`config.mk`:
```
export PLATFORM = sky130hd
export DESIGN_NAME = hybrid_tick_task_scheduler
export DESIGN_NICKNAME = d
export VERILOG_FILES = /design/src/design/hts_pkg.sv /design/src/design/hybrid_tick_task_scheduler.sv /design/src/design/hts_mem.sv /design/src/design/hts_out.sv /design/src/design/hts_ctrl.sv
export SDC_FILE = /design/constraint.sdc
export NUM_CORES = 1
export LEC_CHECK = 0
export BUFFER_PORTS_ARGS = -buffer_cell sky130_fd_sc_hd__buf_2
export CAP_MARGIN = 20
export CORE_UTILIZATION = 26
export CTS_BUF_LIST = sky130_fd_sc_hd__clkbuf_4
export DETAILED_ROUTE_END_ITERATION = 6
export GPL_ROUTABILITY_DRIVEN = 0
export SLEW_MARGIN = 20
export SYNTH_ARGS = -nofsm -noshare
export SYNTH_HDL_FRONTEND = slang
export SYNTH_SLANG_ARGS = --single-unit
```
`constraint.sdc`:
```
create_clock -name clk -period 28.5 [get_ports clk]
set_clock_uncertainty 0.2 [all_clocks]
set_input_delay 4.275 -clock clk [delete_from_list [all_inputs] [get_ports clk]]
set_output_delay 4.275 -clock clk [all_outputs]
set_load 0.05 [all_outputs]
```
`src/design/hts_pkg.sv`:
```
`default_nettype none

package hts_pkg;

  localparam int NUM_SLOTS = 8;
  localparam int IDX_W = (NUM_SLOTS > 1) ? $clog2(NUM_SLOTS) : 1;
  localparam int CNT_W = $clog2(NUM_SLOTS + 1);

  localparam logic [2:0] CMD_TICK      = 3'd0;
  localparam logic [2:0] CMD_ADD       = 3'd1;
  localparam logic [2:0] CMD_DELETE    = 3'd2;
  localparam logic [2:0] CMD_ENABLE    = 3'd3;
  localparam logic [2:0] CMD_DISABLE   = 3'd4;
  localparam logic [2:0] CMD_ADD_DELAY = 3'd5;
  localparam logic [2:0] CMD_DISPATCH  = 3'd6;

  localparam logic [1:0] KIND_DONE   = 2'd0;
  localparam logic [1:0] KIND_PRE    = 2'd1;
  localparam logic [1:0] KIND_COOP   = 2'd2;
  localparam logic [1:0] KIND_HANDLE = 2'd3;

  typedef struct packed {
    logic [7:0]  tid;
    logic        valid;
    logic [31:0] delay;
    logic [31:0] period;
    logic [7:0]  pending;
    logic        coop;
    logic        enabled;
  } slot_t;

  localparam slot_t SLOT_RESET = '{
    tid: 8'd0, valid: 1'b0, delay: 32'd0, period: 32'd0,
    pending: 8'd0, coop: 1'b1, enabled: 1'b0
  };

  typedef struct packed {
    logic             rd_en;
    logic [IDX_W-1:0] rd_addr;
    logic             wr_en;
    logic [IDX_W-1:0] wr_addr;
    slot_t            wr_data;
  } mem_req_t;

  typedef struct packed {
    logic [1:0] kind;
    logic [2:0] slot_index;
    logic [7:0] run_task_id;
    logic       table_full;
    logic       last;
  } res_t;

  typedef enum logic [1:0] {
    ST_IDLE,
    ST_SCAN,
    ST_EDIT,
    ST_DONE
  } st_t;

endpackage

`default_nettype wire

```
`src/design/hybrid_tick_task_scheduler.sv`:
```
// task slot scheduler
// input channel: one command per item (tick, add, delete, enable, disable,
// add delay, dispatch) with its slot, task id, delay, period and flags.
// result channel: one or more items per command, the final one with last set.
// tick and dispatch visit each slot in order through a slot table memory with
// registered reads; the read of the next slot overlaps the write-back of the
// current one. after the last slot a scan places its done item in the output
// register and then takes the next command. add writes its slot at the accept;
// delete, enable, disable and add delay read the slot and then write it back.
// the slot table has a single read port.
// one command is handled at a time; the next is accepted once the done or
// handle item has been placed in the output register, even if it is not yet
// taken. results leave through that register in the cycle after they are formed.
// when the output register is full and out_ready is low the scan holds on the
// slot that has a run event to report and resumes when the register frees.
// after reset every slot reads as empty, disabled and cooperative, and the
// next add uses slot 0; no clearing pass is needed.
`default_nettype none

module hybrid_tick_task_scheduler
  import hts_pkg::*;
(
  input  wire logic        clk,
  input  wire logic        rst_n,
  input  wire logic        in_valid,
  output logic             in_ready,
  input  wire logic [2:0]  in_command,
  input  wire logic [2:0]  in_slot,
  input  wire logic [7:0]  in_task_id,
  input  wire logic [31:0] in_delay_value,
  input  wire logic [31:0] in_period,
  input  wire logic        in_cooperative,
  input  wire logic        in_enable_now,
  output logic             out_valid,
  input  wire logic        out_ready,
  output logic [1:0]       out_kind,
  output logic [2:0]       out_slot_index,
  output logic [7:0]       out_run_task_id,
  output logic             out_table_full,
  output logic             out_last
);

  mem_req_t req;
  slot_t    rdata;
  logic     space;
  logic     emit;
  res_t     res;

  hts_mem u_mem (
    .clk   (clk),
    .rst_n (rst_n),
    .req   (req),
    .rdata (rdata)
  );

  hts_ctrl u_ctrl (
    .clk            (clk),
    .rst_n          (rst_n),
    .in_valid       (in_valid),
    .in_ready       (in_ready),
    .in_command     (in_command),
    .in_slot        (in_slot),
    .in_task_id     (in_task_id),
    .in_delay_value (in_delay_value),
    .in_period      (in_period),
    .in_cooperative (in_cooperative),
    .in_enable_now  (in_enable_now),
    .req            (req),
    .rdata          (rdata),
    .space          (space),
    .emit           (emit),
    .res            (res)
  );

  hts_out u_out (
    .clk             (clk),
    .rst_n           (rst_n),
    .emit            (emit),
    .res             (res),
    .space           (space),
    .out_valid       (out_valid),
    .out_ready       (out_ready),
    .out_kind        (out_kind),
    .out_slot_index  (out_slot_index),
    .out_run_task_id (out_run_task_id),
    .out_table_full  (out_table_full),
    .out_last        (out_last)
  );

endmodule

`default_nettype wire

```
`src/design/hts_mem.sv`:
```
`default_nettype none

module hts_mem
  import hts_pkg::*;
(
  input  wire logic     clk,
  input  wire logic     rst_n,
  input  wire mem_req_t req,
  output slot_t         rdata
);

  slot_t                mem [NUM_SLOTS];
  logic [NUM_SLOTS-1:0] init_r;
  slot_t                rdata_r;

  always_ff @(posedge clk) begin
    if (req.wr_en) begin
      mem[req.wr_addr] <= req.wr_data;
    end
    if (req.rd_en) begin
      rdata_r <= init_r[req.rd_addr] ? mem[req.rd_addr] : SLOT_RESET;
    end
  end

  // entries read as reset value until first written
  always_ff @(posedge clk) begin
    if (!rst_n) begin
      init_r <= '0;
    end else if (req.wr_en) begin
      init_r[req.wr_addr] <= 1'b1;
    end
  end

  assign rdata = rdata_r;

endmodule

`default_nettype wire

```
`src/design/hts_out.sv`:
```
`default_nettype none

module hts_out
  import hts_pkg::*;
(
  input  wire logic       clk,
  input  wire logic       rst_n,
  input  wire logic       emit,
  input  wire res_t       res,
  output logic            space,
  output logic            out_valid,
  input  wire logic       out_ready,
  output logic [1:0]      out_kind,
  output logic [2:0]      out_slot_index,
  output logic [7:0]      out_run_task_id,
  output logic            out_table_full,
  output logic            out_last
);

  logic valid_r;
  res_t res_r;

  assign space = !valid_r || out_ready;

  always_ff @(posedge clk) begin
    if (!rst_n) begin
      valid_r <= 1'b0;
    end else if (emit) begin
      valid_r <= 1'b1;
    end else if (out_ready) begin
      valid_r <= 1'b0;
    end
  end

  always_ff @(posedge clk) begin
    if (emit) begin
      res_r <= res;
    end
  end

  assign out_valid       = valid_r;
  assign out_kind        = res_r.kind;
  assign out_slot_index  = res_r.slot_index;
  assign out_run_task_id = res_r.run_task_id;
  assign out_table_full  = res_r.table_full;
  assign out_last        = res_r.last;

endmodule

`default_nettype wire

```
`src/design/hts_ctrl.sv`:
```
`default_nettype none

module hts_ctrl
  import hts_pkg::*;
(
  input  wire logic        clk,
  input  wire logic        rst_n,
  input  wire logic        in_valid,
  output logic             in_ready,
  input  wire logic [2:0]  in_command,
  input  wire logic [2:0]  in_slot,
  input  wire logic [7:0]  in_task_id,
  input  wire logic [31:0] in_delay_value,
  input  wire logic [31:0] in_period,
  input  wire logic        in_cooperative,
  input  wire logic        in_enable_now,
  output mem_req_t         req,
  input  wire slot_t       rdata,
  input  wire logic        space,
  output logic             emit,
  output res_t             res
);

  st_t              state_r, state_nxt;
  logic [IDX_W-1:0] idx_r;
  logic [2:0]       cmd_r;
  logic [2:0]       slot_r;
  logic [31:0]      dval_r;
  logic [2:0]       hnd_slot_r;
  logic             hnd_full_r;
  logic [CNT_W-1:0] next_free_r;

  logic             in_fire;
  logic             in_range;
  logic             is_scan_cmd;
  logic             is_edit_cmd;
  logic             has_free;
  logic             last_slot;
  logic             adv;
  slot_t            upd;
  logic             ev;
  logic [1:0]       ev_kind;
  logic [32:0]      dsum;

  assign in_fire     = in_valid && in_ready;
  assign in_range    = 32'(in_slot) < NUM_SLOTS;
  assign is_scan_cmd = (in_command == CMD_TICK) || (in_command == CMD_DISPATCH);
  assign is_edit_cmd = (in_command == CMD_DELETE) || (in_command == CMD_ENABLE) ||
                       (in_command == CMD_DISABLE) || (in_command == CMD_ADD_DELAY);
  assign has_free    = 32'(next_free_r) < NUM_SLOTS;
  assign last_slot   = 32'(idx_r) == NUM_SLOTS - 1;
  assign adv         = !ev || space;
  assign dsum        = {1'b0, rdata.delay} + {1'b0, dval_r};

  // per-slot update of the entry just read
  always_comb begin
    upd     = rdata;
    ev      = 1'b0;
    ev_kind = KIND_DONE;
    case (cmd_r)
      CMD_TICK: begin
        if (rdata.enabled) begin
          if (rdata.delay == 32'd0) begin
            if (rdata.coop) begin
              if (rdata.pending != 8'hFF) begin
                upd.pending = rdata.pending + 8'd1;
              end
            end else if (rdata.valid) begin
              ev      = 1'b1;
              ev_kind = KIND_PRE;
            end
            if (rdata.period != 32'd0) begin
              upd.delay = rdata.period - 32'd1;
            end
          end else begin
            upd.delay = rdata.delay - 32'd1;
          end
        end
      end
      CMD_DISPATCH: begin
        if (rdata.coop && rdata.pending != 8'd0) begin
          if (rdata.valid) begin
            ev      = 1'b1;
            ev_kind = KIND_COOP;
          end
          upd.pending = rdata.pending - 8'd1;
        end
        if (rdata.period == 32'd0) begin
          upd.valid = 1'b0;
        end
      end
      CMD_DELETE: begin
        upd.valid   = 1'b0;
        upd.delay   = 32'd0;
        upd.period  = 32'd0;
        upd.pending = 8'd0;
        upd.enabled = 1'b0;
      end
      CMD_ENABLE: begin
        upd.enabled = 1'b1;
      end
      CMD_DISABLE: begin
        upd.enabled = 1'b0;
        upd.delay   = 32'd0;
      end
      CMD_ADD_DELAY: begin
        upd.delay = dsum[32] ? 32'hFFFF_FFFF : dsum[31:0];
      end
      default: begin
      end
    endcase
  end

  always_comb begin
    state_nxt = state_r;
    unique case (state_r)
      ST_IDLE: begin
        if (in_fire) begin
          if (is_scan_cmd) begin
            state_nxt = ST_SCAN;
          end else if (is_edit_cmd && in_range) begin
            state_nxt = ST_EDIT;
          end else begin
            state_nxt = ST_DONE;
          end
        end
      end
      ST_SCAN: begin
        if (adv && last_slot) begin
          state_nxt = ST_DONE;
        end
      end
      ST_EDIT: begin
        state_nxt = ST_DONE;
      end
      ST_DONE: begin
        if (space) begin
          state_nxt = ST_IDLE;
        end
      end
      default: begin
        state_nxt = ST_IDLE;
      end
    endcase
  end

  always_comb begin
    in_ready = 1'b0;
    req      = '0;
    emit     = 1'b0;
    res      = '0;
    unique case (state_r)
      ST_IDLE: begin
        in_ready = 1'b1;
        if (in_fire) begin
          if (is_scan_cmd) begin
            req.rd_en   = 1'b1;
            req.rd_addr = '0;
          end else if (is_edit_cmd && in_range) begin
            req.rd_en   = 1'b1;
            req.rd_addr = IDX_W'(in_slot);
          end else if (in_command == CMD_ADD && has_free) begin
            req.wr_en           = 1'b1;
            req.wr_addr         = IDX_W'(next_free_r);
            req.wr_data.tid     = in_task_id;
            req.wr_data.valid   = 1'b1;
            req.wr_data.delay   = in_delay_value;
            req.wr_data.period  = in_period;
            req.wr_data.pending = 8'd0;
            req.wr_data.coop    = in_cooperative;
            req.wr_data.enabled = in_enable_now;
          end
        end
      end
      ST_SCAN: begin
        if (adv) begin
          req.wr_en   = 1'b1;
          req.wr_addr = idx_r;
          req.wr_data = upd;
          emit        = ev;
          res.kind        = ev_kind;
          res.slot_index  = 3'(idx_r);
          res.run_task_id = rdata.tid;
          if (!last_slot) begin
            req.rd_en   = 1'b1;
            req.rd_addr = idx_r + 1'b1;
          end
        end
      end
      ST_EDIT: begin
        req.wr_en   = 1'b1;
        req.wr_addr = IDX_W'(slot_r);
        req.wr_data = upd;
      end
      ST_DONE: begin
        emit     = space;
        res.last = 1'b1;
        if (cmd_r == CMD_ADD) begin
          res.kind       = KIND_HANDLE;
          res.slot_index = hnd_slot_r;
          res.table_full = hnd_full_r;
        end else begin
          res.kind = KIND_DONE;
        end
      end
      default: begin
      end
    endcase
  end

  always_ff @(posedge clk) begin
    if (!rst_n) begin
      state_r     <= ST_IDLE;
      next_free_r <= '0;
      idx_r       <= '0;
    end else begin
      state_r <= state_nxt;
      if (in_fire) begin
        idx_r <= '0;
        if (in_command == CMD_ADD && has_free) begin
          next_free_r <= next_free_r + 1'b1;
        end
      end else if (state_r == ST_SCAN && adv) begin
        idx_r <= idx_r + 1'b1;
      end
    end
  end

  always_ff @(posedge clk) begin
    if (in_fire) begin
      cmd_r      <= in_command;
      slot_r     <= in_slot;
      dval_r     <= in_delay_value;
      hnd_slot_r <= has_free ? 3'(next_free_r) : 3'(NUM_SLOTS - 1);
      hnd_full_r <= !has_free;
    end
  end

  a_no_rw_overlap: assert property (@(posedge clk) disable iff (!rst_n)
    req.rd_en && req.wr_en |-> req.rd_addr != req.wr_addr)
    else $error("read and write of one slot in the same cycle");

  a_emit_space: assert property (@(posedge clk) disable iff (!rst_n)
    emit |-> space)
    else $error("result issued into a full output register");

  a_stall_hold: assert property (@(posedge clk) disable iff (!rst_n)
    state_r == ST_SCAN && !adv |=> $stable(idx_r) && state_r == ST_SCAN)
    else $error("scan moved on while its result was stalled");

  a_free_bound: assert property (@(posedge clk) disable iff (!rst_n)
    32'(next_free_r) <= NUM_SLOTS)
    else $error("free slot pointer beyond table");

endmodule

`default_nettype wire
```
== Word level (Yosys, flattened, before mapping) ==
Memories as Yosys holds them, arrays and structs flattened. A register that Yosys moved wholly into a read port is not among the register bits.
Cells that the tools add are included.

* RAM bits: 664
* Output and inout port bits: 17
* Logic and storage cells: 139
* ROM bits: 0
* Input port bits: 84
* Bits in latches: 0
* Memories kept: 1
* Register bits after elaboration: 75

* Equal/unequal tests: 20
* Multipliers: 0
* Add/sub/neg operators: 7
* Reduce and logical (&&, ||, !) cells: 30
* Divide/modulo/power cells: 0
* Multiplexer cells: 60
* Bitwise operators: 2
* Order comparisons: 4
* Shifts and indexed selects: 0

{| class="wikitable"
|+ Memory list
! name !! words !! width !! read ports !! clocked after Yosys merged registers in !! write ports !! RTL line !! source
|-
| u_mem.mem || 8 || 83 || 1 || 1 || 1 || hts_mem.sv:12 || <nowiki>slot_t mem [NUM_SLOTS];</nowiki>
|}

{| class="wikitable"
|+ Operator list
! operator !! number
|-
| $mux W87 || 3
|-
| $pmux W87 S3 || 1
|-
| $mux W91 || 2
|-
| $mux W32 || 5
|-
| $pmux W32 S3 || 1
|-
| $logic_not A32 Y1 || 2
|-
| $sub A32 B1 Y32 const B || 2
|-
| $mux W8 || 5
|-
| $add A32 B32 Y33 || 1
|-
| $reduce_bool A32 Y1 || 1
|-
| $pmux W8 S3 || 1
|-
| $eq A3 B3 Y1 const B || 7
|-
| $mux W2 || 10
|-
| $mux W1 || 17
|-
| $mux W13 || 1
|-
| $eq A3 B2 Y1 const B || 4
|-
| $mux W4 || 3
|-
| $pmux W5 S2 || 1
|-
| $add A8 B1 Y8 const B || 1
|-
| $lt A3 B4 Y1 const B || 2
|-
| $ne A8 B8 Y1 const B || 1
|-
| $or A8 B8 Y8 || 1
|-
| $pmux W1 S2 || 4
|-
| $pmux W2 S4 || 1
|-
| other kinds (25) || 46
|}

== Longest topological paths before layout ==
* Depth after elaboration: 14
* Depth in mapped cells: 14

== By module ==
Synthesis repeated with hierarchy kept, for this count alone.

* Cells, all modules: 2220
* Area, all modules: 36074.6 um2

{| class="wikitable"
|+ By module, submodules not included
! module !! instances !! area each (um2) !! cells each !! sequential area each (um2)
|-
| hts_mem || 1 || 27983.1 || 1169 || 22591.7
|-
| hts_ctrl || 1 || 7592.3 || 1032 || 1441.4
|-
| hts_out || 1 || 499.2 || 19 || 470.5
|}

== Worst setup path after synthesis ==
No wires, ideal clock.

* Kind: input to register
* From: in in_valid
* To: mem u_mem.mem[7][0] (netlist bit) (enable)
* Cell stages on the path: 5
* Arrival: 14.165 ns
* Buffers on the path: 0
* Library setup time: 0.762 ns
* Slack: 13.373 ns
* Path through: nand2_1 > nor4b_2 > a22oi_1 > a21oi_1 > nor4b_1

* Longest elaborated chain between the ends: 5

{| class="wikitable"
|+ RTL lines
! item !! RTL line !! source
|-
| from (decl) || hybrid_tick_task_scheduler.sv:25 || <nowiki>input wire logic in_valid,</nowiki>
|-
| $logic_and A1 B1 Y1 (*) || hts_ctrl.sv:45 || <nowiki>assign in_fire = in_valid && in_ready;</nowiki>
|-
| $mux W91 (*) || hts_ctrl.sv:155 || <nowiki>if (in_fire) begin</nowiki>
|-
| $pmux W87 S3 (*) || hts_ctrl.sv:152 || <nowiki>unique case (state_r)</nowiki>
|-
| $mux W1 || hts_mem.sv:17 || <nowiki>if (req.wr_en) begin</nowiki>
|-
| $mux W1 (implied by the code) || hts_mem.sv:18 || <nowiki>mem[req.wr_addr] <= req.wr_data;</nowiki>
|-
| to (decl) || hts_mem.sv:12 ||
|}

Every way passes the cells marked *; elsewhere a longest branch is shown, timed or not.

== Worst setup path in the final report ==
* From: in out_ready
* To: mem u_mem.mem[1][27] (netlist bit) (enable)

* Longest elaborated chain between the ends: 6

{| class="wikitable"
|+ RTL lines
! item !! RTL line !! source
|-
| from (decl) || hybrid_tick_task_scheduler.sv:35 || <nowiki>input wire logic out_ready,</nowiki>
|-
| $logic_or A1 B1 Y1 (*) || hts_out.sv:23 || <nowiki>assign space = !valid_r || out_ready;</nowiki>
|-
| $logic_or A1 B1 Y1 (*) || hts_ctrl.sv:52 || <nowiki>assign adv = !ev || space;</nowiki>
|-
| $mux W91 (*) || hts_ctrl.sv:176 || <nowiki>if (adv) begin</nowiki>
|-
| $pmux W87 S3 (*) || hts_ctrl.sv:152 ||
|-
| $mux W1 || hts_mem.sv:17 ||
|-
| $mux W1 (implied by the code) || hts_mem.sv:18 ||
|}

Marked as above.

==> flow_summary.json <==
{
  "netlist_area_sq_mm": 0.0364,
  "syn2layout_area_growth_pct": 13.7,
  "crit_fanout": 56,
  "synth_edf_count": 804,
  "drt_iter0_markers": 2632,
  "cts-buffers-inserted": 200,
  "overflow": 0,
  "initial_core_util_pct": 26.3,
  "setup_viol": 0,
  "drv_cap": 0,
  "wl_per_cell_um": 22.2,
  "worst_pin_slew_ps": 1150,
  "worstPathRequired_ps": 28960,
  "portBuffers": 100,
  "grt_use_total_pct": 15.0,
  "crit_path_end_kind": "flop",
  "avgSynthCellArea_sq_um": 13.4,
  "rsz0062_at_grt": "no",
  "min_from": "u_mem.init_r[4]",
  "dieArea_sq_mm": 0.141,
  "cts_buffer_depth": 3,
  "fin_tns_setup_ps": 0,
  "hold_ws_ps": 266,
  "layout_min_cycle_time_ps": 7970,
  "ys.flop_type": "edfxtp_1",
  "grt_max_degree": 155,
  "seqCellArea_sq_mm": 0.0245,
  "n_fill_cell": 14000,
  "async_flop_share_pct": 0,
  "hp-class": "flop to flop",
  "grt_pass1_vias": 23500,
  "maxSlewHeadroom_pct": 23.0,
  "chipHeight_um": 376,
  "final_util_pct": 29.9,
  "cts_tree": "yes",
  "synth-compound-area-share_pct": 11.4,
  "seq_area_frac_synth_pct": 67.4,
  "grt_pass1_wl_mm": 158,
  "synth_top_family_by_area": "compound AO/OA/AOI/OAI gates",
  "cts.clk_slew.worst_paths_ps": 60,
  "r2r_slack_ps": 22490,
  "yosysWarningCount": 0,
  "drt.antenna.violating_nets": 0,
  "path_class": "input port to flop",
  "vias": 24800,
  "coreArea_sq_mm": 0.138,
  "crit_end": "u_mem.mem[1][27]",
  "cts.sink_count": 822,
  "cts_resized": 0,
  "slew_violations": 0,
  "antenna_found_initial": 17,
  "cp-startpoint": "out_ready",
  "layout-drive-gt1-share_pct": 16.4,
  "ys_ff_latch": 822,
  "critPathArrivalTime_ps": 8440,
  "clockRootBuffer": "clkbuf_4",
  "synth_fa_ha_area_share_pct": 1.64,
  "fmax_mhz": 125,
  "routed_wl_mm": 109,
  "reg2reg_from": "u_mem.rdata[0]",
  "p_per_area_mw_per_mm2": 103,
  "syn_nets": 2845,
  "placementRows": 136,
  "nets": 3013,
  "ys_types": 82,
  "outcome": "complete, no violations",
  "vias_per_cell": 5.09,
  "die_x_um": 376,
  "cp-start-kind": "input port",
  "synthCells": 2714,
  "yosys.area_share.xor_xnor_pct": 1.47,
  "worstRegToRegCells": 9,
  "clk_latency_ps": 1090,
  "cts-htree-levels": 4,
  "reg2reg_to": "u_mem.mem[1][27]",
  "dp_hpwl_mm": 66.3,
  "synth_mux_area_share_pct": 5.04,
  "post-cts-setup-buffer-count": 0,
  "vdd_ir_drop_max_mv": 0.0972,
  "io_pins": 101,
  "hold_viol_final": 0,
  "drt_pass1_iterations": 6,
  "hold_buffers": 0,
  "yosys.area_share.simple_pct": 10.7,
  "drcViolationCount": 0,
  "finalPower_w": 0.00426,
  "post-route-period-util_pct": 28.0,
  "p_leak_nw": 13.9,
  "multi_input_area_sq_mm": 0.0111
}
[worst max-delay path: stages]
cell,delay [ps]
buf_2,140
nand3b_1,220
nor3_1,230
nand4_2,290
and2_4,330
a222oi_1,780
a21oi_1,310
nor2b_4,890
buf_4,850
[power by group]
part	total (W)	switching, W	internal (W)
clock	0.000935	0.000470	0.000465
combinational	0.00138	0.000969	0.000415
sequential	0.00194	0.000187	0.00176
total	0.00426	0.00163	0.00264
[per-layer routing]
metal	vias to the layer above	track usage, %	wire (um)
li1	11100	-	-
met3	163	3.48	9710
met2	1211	23.0	49100
met4	6	4.03	1870
met5	-	0	46
met1	12400	21.0	47800
[through the flow]
step | area (sq um) | instances | setup WS (ps)
4_1_cts | 41300 | 4880 | 20670
6_report | 41300 | 4884 | 20530
3_3_place_gp | 38900 | 4542 | 19560
3_5_place_dp | 38900 | 4543 | 19530
5_1_grt | 41300 | 4883 | 20300
2_1_floorplan | 36400 | 2714 | 13370
[layout by cell type (no fill, tap or decap), types with 12 or more instances in the layout]
| master | synthesis | routed |
|---|---|---|
| dfxtp_1 | 18 | 18 |
| buf_2 | 56 | 100 |
| xnor2_1 | 34 | 34 |
| clkbuf_4 | 0 | 283 |
| xor2_1 | 27 | 27 |
| or4_1 | 12 | 12 |
| o211ai_1 | 20 | 20 |
| o21ai_0 | 71 | 70 |
| mux2i_1 | 182 | 182 |
| nor3_1 | 41 | 41 |
| and3_1 | 110 | 106 |
| nand4_1 | 19 | 19 |
| ha_1 | 46 | 46 |
| o21a_1 | 12 | 12 |
| inv_1 | 28 | 27 |
| nor2_1 | 100 | 96 |
| edfxtp_1 | 804 | 804 |
| a31oi_1 | 19 | 19 |
| nand2_1 | 438 | 438 |
| nor4_1 | 23 | 23 |
| a21oi_1 | 81 | 80 |
| nand3_1 | 30 | 30 |
| buf_4 | 1 | 41 |
| clkinv_1 | 0 | 34 |
| a22o_1 | 51 | 50 |
| a21o_1 | 20 | 19 |
| a32oi_1 | 168 | 168 |
[cells in the mapped netlist (20+ instances only)]
cell	instances	area share (%)
nor4_1	23	0.40
nand3_1	30	0.41
nor3_1	41	0.56
mux2i_1	182	5.0
o211ai_1	20	0.41
nand2_1	438	4.5
buf_2	56	0.77
a21oi_1	81	1.1
and3_1	110	1.9
xnor2_1	34	0.82
a22o_1	51	1.2
xor2_1	27	0.65
edfxtp_1	804	66
a32oi_1	168	4.0
ha_1	46	1.6
a21o_1	20	0.41
inv_1	28	0.29
o21ai_0	71	0.98
nor2_1	100	1.0
clkbuf_1	103	1.1
[worst min path at each step]
| stage | depth (start not counted) | slack [ps] | endpoint |
|---|---|---|---|
| 6_report | 1 | 270 | u_mem.init_r[4] |
| 5_1_grt | 1 | 290 | u_mem.init_r[0] |
| 4_1_cts | 1 | 270 | u_mem.init_r[4] |
| 3_5_place_dp | 1 | 250 | u_mem.init_r[4] |
| 3_3_place_gp | 1 | 250 | u_mem.init_r[4] |
| 2_1_floorplan | 1 | 240 | u_mem.init_r[0] |
[cell type report]
cell class                 count  share of cell area, %
tap                         1863                   5.64
clock inverter                54                  0.684
multi-input combinational   1687                   26.9
timing repair buffer         143                   2.05
sequential                   822                   59.3
clock buffer                 283                   5.14
antenna                        4                 0.0242
inverter                      28                  0.254
[sequential cells by signal, summed over array words and instances, names as in the netlist, 4 cells and up]
| name | count |
|---|---|
| u_mem.mem | 664 |
| u_ctrl.next_free_r | 4 |
| u_ctrl.dval_r | 32 |
| u_mem.init_r | 8 |
| u_out.out_run_task_id | 8 |
| u_mem.rdata | 83 |
[cells by family (layout without fill, tap and decap cells)]
family          after synthesis  after routing
compound gates              558            558
xor+xnor                     61             61
fa+ha+maj                    47             47
buf+inv                     205            508
flops                       822            822
mux                         183            183
other cells                   0              4
simple gates                838            838
(Power assumes the default switching activity.)
